===== src/sv/lbe_div.sv =====
// Iterative restoring divider, unsigned, a configurable number of quotient bits per cycle.
`timescale 1ns / 1ps
module lbe_div #(
  parameter int NW    = 49,
  parameter int DVW   = 31,
  parameter int STEPS = 1
) (
  input  logic           clk,
  input  logic           rst_n,
  input  logic           start,
  input  logic [NW-1:0]  dividend,
  input  logic [DVW-1:0] divisor,
  output logic           done,
  output logic [NW-1:0]  quotient
);

  localparam int CNT = (NW + STEPS - 1) / STEPS;
  localparam int PW  = CNT * STEPS;
  localparam int CW  = $clog2(CNT + 1);

  logic [PW-1:0]  sh_r, sh_nxt;
  logic [DVW-1:0] rem_r, rem_nxt;
  logic [DVW-1:0] dvs_r, dvs_nxt;
  logic [CW-1:0]  cnt_r, cnt_nxt;
  logic           busy_r, busy_nxt;
  logic           done_r, done_nxt;
  logic [DVW:0]   trial;

  always_comb begin
    sh_nxt   = sh_r;
    rem_nxt  = rem_r;
    dvs_nxt  = dvs_r;
    cnt_nxt  = cnt_r;
    busy_nxt = busy_r;
    done_nxt = 1'b0;
    trial    = '0;
    if (start) begin
      sh_nxt   = PW'(dividend);
      rem_nxt  = '0;
      dvs_nxt  = divisor;
      cnt_nxt  = CW'(CNT);
      busy_nxt = 1'b1;
    end else if (busy_r) begin
      for (int i = 0; i < STEPS; i++) begin
        trial = {rem_nxt, sh_nxt[PW-1]};
        if (trial >= {1'b0, dvs_r}) begin
          rem_nxt = DVW'(trial - {1'b0, dvs_r});
          sh_nxt  = {sh_nxt[PW-2:0], 1'b1};
        end else begin
          rem_nxt = trial[DVW-1:0];
          sh_nxt  = {sh_nxt[PW-2:0], 1'b0};
        end
      end
      cnt_nxt = cnt_r - CW'(1);
      if (cnt_r == CW'(1)) begin
        busy_nxt = 1'b0;
        done_nxt = 1'b1;
      end
    end
  end

  always_ff @(posedge clk) begin
    if (!rst_n) begin
      busy_r <= 1'b0;
      done_r <= 1'b0;
      cnt_r  <= '0;
    end else begin
      busy_r <= busy_nxt;
      done_r <= done_nxt;
      cnt_r  <= cnt_nxt;
    end
  end

  always_ff @(posedge clk) begin
    sh_r  <= sh_nxt;
    rem_r <= rem_nxt;
    dvs_r <= dvs_nxt;
  end

  assign done     = done_r;
  assign quotient = sh_r[NW-1:0];

endmodule


===== config.mk =====
export PLATFORM = sky130hd
export DESIGN_NAME = lbe_div
export DESIGN_NICKNAME = d
export VERILOG_FILES = /design/src/sv/lbe_div.sv
export SDC_FILE = /design/constraint.sdc
export NUM_CORES = 1
export LEC_CHECK = 0
export ABC_AREA = 0
export BUFFER_PORTS_ARGS = -buffer_cell sky130_fd_sc_hd__buf_2
export CORE_ASPECT_RATIO = 1.1
export CORE_MARGIN = 2
export CORE_UTILIZATION = 57
export CTS_BUF_LIST = sky130_fd_sc_hd__clkbuf_8
export CTS_CLUSTER_DIAMETER = 30
export DETAILED_ROUTE_END_ITERATION = 8
export PLACE_DENSITY = 0.88
export SLEW_MARGIN = 5
export SYNTH_ARGS = -nofsm -noshare
export SYNTH_HDL_FRONTEND = slang
export SYNTH_SLANG_ARGS = --single-unit

===== constraint.sdc =====
create_clock -name clk -period 3.3 [get_ports clk]
set_input_delay 0.66 -clock clk [delete_from_list [all_inputs] [get_ports clk]]
set_output_delay 0.66 -clock clk [all_outputs]
set_load 0.01 [all_outputs]

**After elaboration in Yosys (flattened, before gate mapping)**

Cells that the tools add are included.

- Output and inout port bits: 50
- Register bits: 119

- Reduce and logical (&&, ||, !) cells: 3
- Add/sub/neg operators: 2
- Equal/unequal tests: 1
- Order comparisons: 1
- Bitwise gates (word level): 2
- Muxes and demuxes: 10

Operators by type and width:

| kind | number |
|---|---|
| 2-to-1 mux 49 bit | 2 |
| >= comparator 32 x 31 -> 1 bit | 1 |
| 2-to-1 mux 31 bit | 1 |
| subtractor 31 bit | 1 |
| 2-to-1 mux 6 bit | 2 |
| equality test 6 x 1 -> 1 bit, second input constant | 1 |
| subtractor 6 x 1 -> 6 bit, second input constant | 1 |
| 2-to-1 mux 1 bit | 5 |
| OR reduction 3 bit | 1 |
| NOT 1 bit | 2 |
| nonzero test 2 bit | 1 |
| OR reduction 2 bit | 1 |

**Logic depth before layout (Yosys ltp)**

Gate-level depths: netlist (run 1).

- Depth in word-level cells: 4
- Depth in mapped cells: 13

**Worst setup path after synthesis (run 1)**

Ideal clock, no wire load.

- Kind: register -> register
- From: register sh_r[48] (netlist: quotient[48])
- To: register rem_r[26]
- Data arrival time: 2.616 ns
- Setup time: 0.123 ns
- Setup slack: 0.561 ns
- Cell stages (with the launch flop): 13
- Cells stage by stage: edfxtp_1 > inv_1 > ha_1 > fa_1 > nand2b_1 > a21oi_1 > o211ai_1 > a32oi_1 > nor2b_1 > a31oi_1 > xnor2_1 > a222oi_1 > inv_1

- Longest elaborated chain between the ends: 2

RTL lines:

| element | RTL line | source |
|---|---|---|
| start, declared | 21 | `logic [PW-1:0] sh_r, sh_nxt;` |
| start signal, assigned | 75 | `sh_r <= sh_nxt;` |
| subtractor 31 bit or >= comparator 32 x 31 -> 1 bit (tied branches) | 47, 46 |  |
| 2-to-1 mux 31 bit * | 46 | `if (trial >= {1'b0, dvs_r}) begin` |
| end signal, assigned | 76 | `rem_r <= rem_nxt;` |
| end, declared | 22 | `logic [DVW-1:0] rem_r, rem_nxt;` |

Mark *: on every way between the ends. The rest lies on a longest branch, timed or not.
A chain may end at the register's enable or synchronous reset.

**Final worst setup path (run 1)**

- From: register sh_r[48] (netlist: quotient[48])
- To: register rem_r[30]

Same word-level chain as after synthesis.

==> reports/summary.txt, run 1 <==
CP Cell Sequence: inv_1 > ha_1 > fa_1 > nand2b_1 > a21oi_1 > buf_4 > o211ai_2 > o211ai_2 > nor4_2 > o21ai_2 > nor2b_1 > o311ai_0 > o22ai_1
clk buf depth: 2
Top Ports: 133
Fin Setup TNS: 0 ns
Synth area leaders: edfxtp_1 37%, dfxtp_1 12%, mux2_2 8.5%
first-pass GRT wire length: 24000 µm
Setup Skew: 0.0130 ns
Total Nets Final: 832
RSZ-0062 raised after global routing: false
gpl congestion: 0.890
post-synthesis sequential area ratio: 49.3%
Chip Width: 105 µm
core area: 11000 µm²
Tcrit/Tclk final: 92.5%
CTS Hold Bufs: 0
final hold vios: 0
Unique masters post-synth: 54
total gr overflow: 0
Hold Crit Class: in2reg
Final Non-Filler Cells: 875
largest net degree at the start of global routing: 95
worst slew pin tran: 0.592 ns
PortBufs: 132
Cell Pwr Density: 507 nW/µm²
Critical Path Fanout Max: 5
cell leakage power: 0.00324 µW
Post-synth EDFFs: 80
critical path capture point type: flop
Max-slew headroom: 60.4%
WL per Instance: 16.8 µm
CP top delay family: compound AO/OA/AOI/OAI gates
Die Area: 12200 µm²
Worst VDD drop: 0.000379 V
Crit path depth: 13
Max Fclk: 0.328 GHz
hpwl dp: 10400 µm
Buf/Inv on CP: 2
Tot GR Track Use: 25.1%
top-count cell post-synth: edfxtp_1
DRC: 0
synth cell count leaders: 80 x edfxtp_1, 49 x mux2_2, 46 x inv_1
area leader, netlist: edfxtp_1
cts bufs inserted: 17
Final Power: 3870 µW
startpoint types: flop
Worst Setup Path Type: reg2reg
Post-Syn Area: 6450 µm²
Site Rows: 40
Synth top area share: 37.2%
Die H: 116 µm
synth warn: 0
CP most frequent cell: o211ai_2
Yosys reg bits: 119
Post CTS Setup Buffer Count: 0
number of gates resized after CTS: 0
largest stage delay on the critical path: 0.41 ns
Inst Count DP: 843
Clock Sinks: 119
worst path required time: 3.68 ns
clock latency on the worst-skew pair: 0.46 ns
clk slew on worst S/H paths: 0.08 ns
max-cap violations: 0
async set or reset register ratio after synthesis: 0%
predominant post-synthesis flop cell: edfxtp_1
Final ANT Viol Nets: 0
DRT iter0 DRCs: 276
CP max-delay cell: fa_1
final wirelength: 14700 µm
final setup violation count: 0
routed vias/inst: 5.74
root buf cell: clkbuf_8
H-tree Lvls: 4
ant diodes: 0
CTS tree: built
outcome: complete, no violations
hold depth: 1
initial antenna violation count: 0
Vias: 5026
Starting Density: 58.9%
final worst path period need: 3.05 ns
Worst Reg-to-Reg Cells: 13
Pre-antenna DRT Iters: 5
Syn Nets: 699
CP Data Arrival Time: 3.43 ns
Area Growth Syn to Fin: 18.1%
syn_area_per_cell: 11.1 µm²
share of cells above drive strength 1: 31.2%
final slew viol count: 0
Mapped Cells: 582
vias in the first global route: 5137
-- where the power goes --
group	switching (µW)	internal (µW)	total (µW)	leakage (µW)
clock	617	658	1270	0.000193
sequential	71.7	1740	1810	0.00112
combinational	434	345	779	0.00193
total	1120	2740	3870	0.00324
-- worst register-to-register path: cells and delay by family (launching register included) --
kind	cells	cell delay [ns]
flops	1	0.35
compound gates	6	1.09
fa+ha+maj	2	0.63
buf+inv	2	0.23
simple gates	3	0.68
-- state kept, by name (all words and copies together), names as in the netlist --
name / count
rem_r: 31
cnt_r: 6
dvs_r: 31
done: 1
quotient: 49
busy_r: 1
-- path summary, 6_finish.rpt --
check,start,slack [ns],end
hold reg to reg,cnt_r[1]$_SDFFE_PP0P_,0.51,cnt_r[1]$_SDFFE_PP0P_
hold / removal,divisor[29],0.38,dvs_r[29]$_DFFE_PP_
setup reg to reg,quotient[48]$_DFFE_PP_,0.25,rem_r[30]$_SDFFE_PP0P_
setup / recovery,quotient[48]$_DFFE_PP_,0.25,rem_r[30]$_SDFFE_PP0P_
-- cells by family (layout without fill, tap and decap cells) --
family | count (synthesis) | count (layout) | share of synthesized area (%)
mux | 69 | 69 | 11.7
compound gates | 143 | 143 | 15.0
buf+inv | 71 | 217 | 4.52
flops | 119 | 119 | 49.3
fa+ha+maj | 34 | 34 | 6.71
xor+xnor | 32 | 32 | 4.34
simple gates | 114 | 114 | 8.49
-- layout by cell type, fill, tap and decap left out, types with 9 or more instances in the layout --
cell type	count
buf_2	131
edfxtp_1	80
mux2_2	49
inv_1	47
nor2_1	39
dfxtp_1	39
ha_1	33
a21oi_1	31
nand2_1	25
o21ai_0	23
a211oi_1	22
mux2i_1	20
xnor2_1	18
clkbuf_8	17
xor2_1	14
a21o_1	12
o21a_1	11
nand3_1	9
-- area by class of cell --
class                      count  area (µm²)
inverter                      46         173
clock buffer                  17         234
multi-input combinational    392        2980
fill                         815        3340
tap                          147         184
timing repair buffer         139         728
clock inverter                15         141
sequential                   119        3180
-- layer usage --
| metal | GRT usage [%] | vias to the layer above | share of wire, % |
|---|---|---|---|
| met4 | 9.60 | 0 | 1.5 |
| met2 | 42.3 | 191 | 49 |
| met5 | 0 | - | 0 |
| met3 | 8.27 | 20 | 7.7 |
| met1 | 30.1 | 2395 | 42 |
| li1 | - | 2420 | - |
-- per-stage QoR --
stage / utilization, % / instance area (µm²) / hold WS, ns / setup WS (ns)
2_1_floorplan: - / 6450 / 0.466 / 0.561
3_3_place_gp: 66.1 / 7250 / 0.480 / 0.460
3_5_place_dp: 66.1 / 7250 / 0.489 / 0.314
4_1_cts: 69.5 / 7620 / 0.354 / 0.271
5_1_grt: 69.5 / 7620 / 0.345 / 0.0824
6_report: 69.5 / 7620 / 0.376 / 0.248
Power figures use the tool's default switching activity.
==> inputs of run 2 (changes only) <==
Settings changed: GPL_TIMING_DRIVEN from default to 0, PLACE_DENSITY 0.88 to 0.9.
==> run 2 against run 1 <==
Clock-buffer cell count is the same; clock power about the same; register-to-register slack worse by 0.04 ns; critical endpoint is now rem_r[26]$_SDFFE_PP0P_; core utilization grew 0.66 points; flip-flop and latch count did not move; worst hold slack worse by 0.0035 ns; design area rose by 0.95%; sequential share of layout area shrank 0.39 points.
==> reports/summary.txt, run 2 (same netlist as run 1, synthesis figures left out) <==
Area Growth Syn to Fin: 19.2% (was 18.1%)
Util after Layout: 70.2% (was 69.5%)
worst path required time: 3.64 ns (was 3.68 ns)
Pre-antenna DRT Iters: 5 (unchanged)
CP Data Arrival Time: 3.42 ns (was 3.43 ns)
clock latency on the worst-skew pair: 0.46 ns (about the same)
CTS tree: built (unchanged)
Site Rows: 40 (unchanged)
Seq. cell area: 3180 µm² (unchanged)
startpoint types: flop (unchanged)
CP top delay family: compound AO/OA/AOI/OAI gates (unchanged)
slack of the critical path: 0.211 ns (was 0.248 ns)
Setup Skew: 0.0140 ns (was 0.0130 ns)
Tot GR Track Use: 27.7% (was 25.1%)
Post CTS Setup Buffer Count: 0 (unchanged)
H-tree Lvls: 4 (unchanged)
largest net degree at the start of global routing: 41 (was 95)
Inst Count DP: 862 (was 843)
clk buf depth: 2 (unchanged)
Buf/Inv on CP: 2 (unchanged)
Vias: 5190 (was 5026)
CP Cell Sequence: inv_1 > ha_1 > fa_1 > nand2b_1 > a21oi_2 > o211ai_1 > a32oi_1 > nor2b_1 > a31oi_1 > xnor2_1 > a222oi_1 > inv_1 (was inv_1 > ha_1 > fa_1 > nand2b_1 > a21oi_1 > buf_4 > o211ai_2 > o211ai_2 > nor4_2 > o21ai_2 > nor2b_1 > o311ai_0 > o22ai_1)
Final Non-Filler Cells: 894 (was 875)
Critical Path Fanout Max: 5 (unchanged)
outcome: complete, no violations (unchanged)
final setup violation count: 0 (unchanged)
final slew viol count: 0 (unchanged)
Starting Density: 58.9% (unchanged)
final hold vios: 0 (unchanged)
Tcrit/Tclk final: 93.6% (was 92.5%)
PortBufs: 132 (unchanged)
area occupied by multi-input gates: 2980 µm² (about the same)
DRT iter0 DRCs: 229 (was 276)
DRC: 0 (unchanged)
initial antenna violation count: 0 (unchanged)
critical path capture point type: flop (unchanged)
fillers: 764 (was 815)
RSZ-0062 raised after global routing: false (unchanged)
Clock Sinks: 119 (unchanged)
max-cap violations: 0 (unchanged)
max reg flops: 49 (unchanged)
most common cell after layout, fill and taps aside: buf_2 (unchanged)
CP max-delay cell: fa_1 (unchanged)
Die H: 116 µm (unchanged)
routed vias/inst: 5.81 (was 5.74)
total gr overflow: 0 (unchanged)
CP most frequent cell: inv_1 (was o211ai_2)
Cell Pwr Density: 506 nW/µm² (was 507 nW/µm²)
final worst path period need: 3.09 ns (was 3.05 ns)
Final ANT Viol Nets: 0 (unchanged)
WL per Instance: 18.2 µm (was 16.8 µm)
gpl congestion: 0.945 (was 0.890)
Total Nets Final: 851 (was 832)
clk slew on worst S/H paths: 0.08 ns (about the same)
Hold Crit Class: in2reg (unchanged)
dpl ws: 0.171 ns (was 0.314 ns)
Top Ports: 133 (unchanged)
ant diodes: 0 (unchanged)
Die Area: 12200 µm² (unchanged)
cts bufs inserted: 17 (unchanged)
Worst Setup Path Type: reg2reg (unchanged)
share of cells above drive strength 1: 30.1% (was 31.2%)
cell leakage power: 0.00325 µW (was 0.00324 µW)
first-pass GRT wire length: 26000 µm (was 24000 µm)
root buf cell: clkbuf_8 (unchanged)
largest stage delay on the critical path: 0.40 ns (was 0.41 ns)
vias in the first global route: 5373 (was 5137)
Final Power: 3890 µW (was 3870 µW)
Max-slew headroom: 49.6% (was 60.4%)
core area: 11000 µm² (unchanged)
final wirelength: 16200 µm (was 14700 µm)
Chip Width: 105 µm (unchanged)
worst slew pin tran: 0.756 ns (was 0.592 ns)
commonest cells after routing, fill and taps aside: 134 x buf_2, 80 x edfxtp_1, 49 x mux2_2 (was 131 x buf_2, 80 x edfxtp_1, 49 x mux2_2)
Final Hold Slack: 0.372 ns (was 0.376 ns)
hpwl dp: 11500 µm (was 10400 µm)
Max Fclk: 0.324 GHz (was 0.328 GHz)
Worst VDD drop: 0.000392 V (was 0.000379 V)
==> run 2: stage by stage <==
| stage | instance area (µm²) | TNS [ns] |
|---|---|---|
| floorplan | 6450 | 0 |
| global placement | 7300 | -13.48 |
| detailed placement | 7320 | 0 |
| CTS | 7690 | 0 |
| global route | 7690 | 0 |
| finish | 7690 | 0 |
==> run 2: power breakdown <==
group	switching (µW)	total (µW)	internal (µW)	leakage, µW
combinational	453	801	348	0.00195
sequential	77.2	1820	1740	0.00112
clock	619	1270	656	0.000185
==> run 2: timing repair <==
action                     CTS  global route
resized for setup            0             1
hold buffers                 0             0
hold endpoints to repair     0             0
setup endpoints to repair    0             6
==> run 2: final timing paths <==
kind                               start                     end  slack, ns  cells past startpoint
setup / recovery  quotient[48]$_DFFE_PP_  rem_r[26]$_SDFFE_PP0P_       0.21                     12
hold / removal                divisor[1]      dvs_r[1]$_DFFE_PP_       0.37                      1
setup reg to reg  quotient[48]$_DFFE_PP_  rem_r[26]$_SDFFE_PP0P_       0.21                     12
hold reg to reg    cnt_r[1]$_SDFFE_PP0P_   cnt_r[1]$_SDFFE_PP0P_       0.50                      2
==> run 2: metal layers <==
layer  part of all wire (%)  global-route usage (%)
met5                      0                       0
met4                    3.4                    14.5
met1                     40                    30.4
met2                     49                    47.9
met3                    7.5                    9.39
==> run 2: cell type report <==
type,instances,area share (%)
buffer,25,1.54
clock buffer,17,3.04
clock inverter,15,1.80
inverter,46,2.24
multi-input combinational,392,38.8
sequential,119,41.4
tap,147,2.39
timing repair buffer,133,8.85
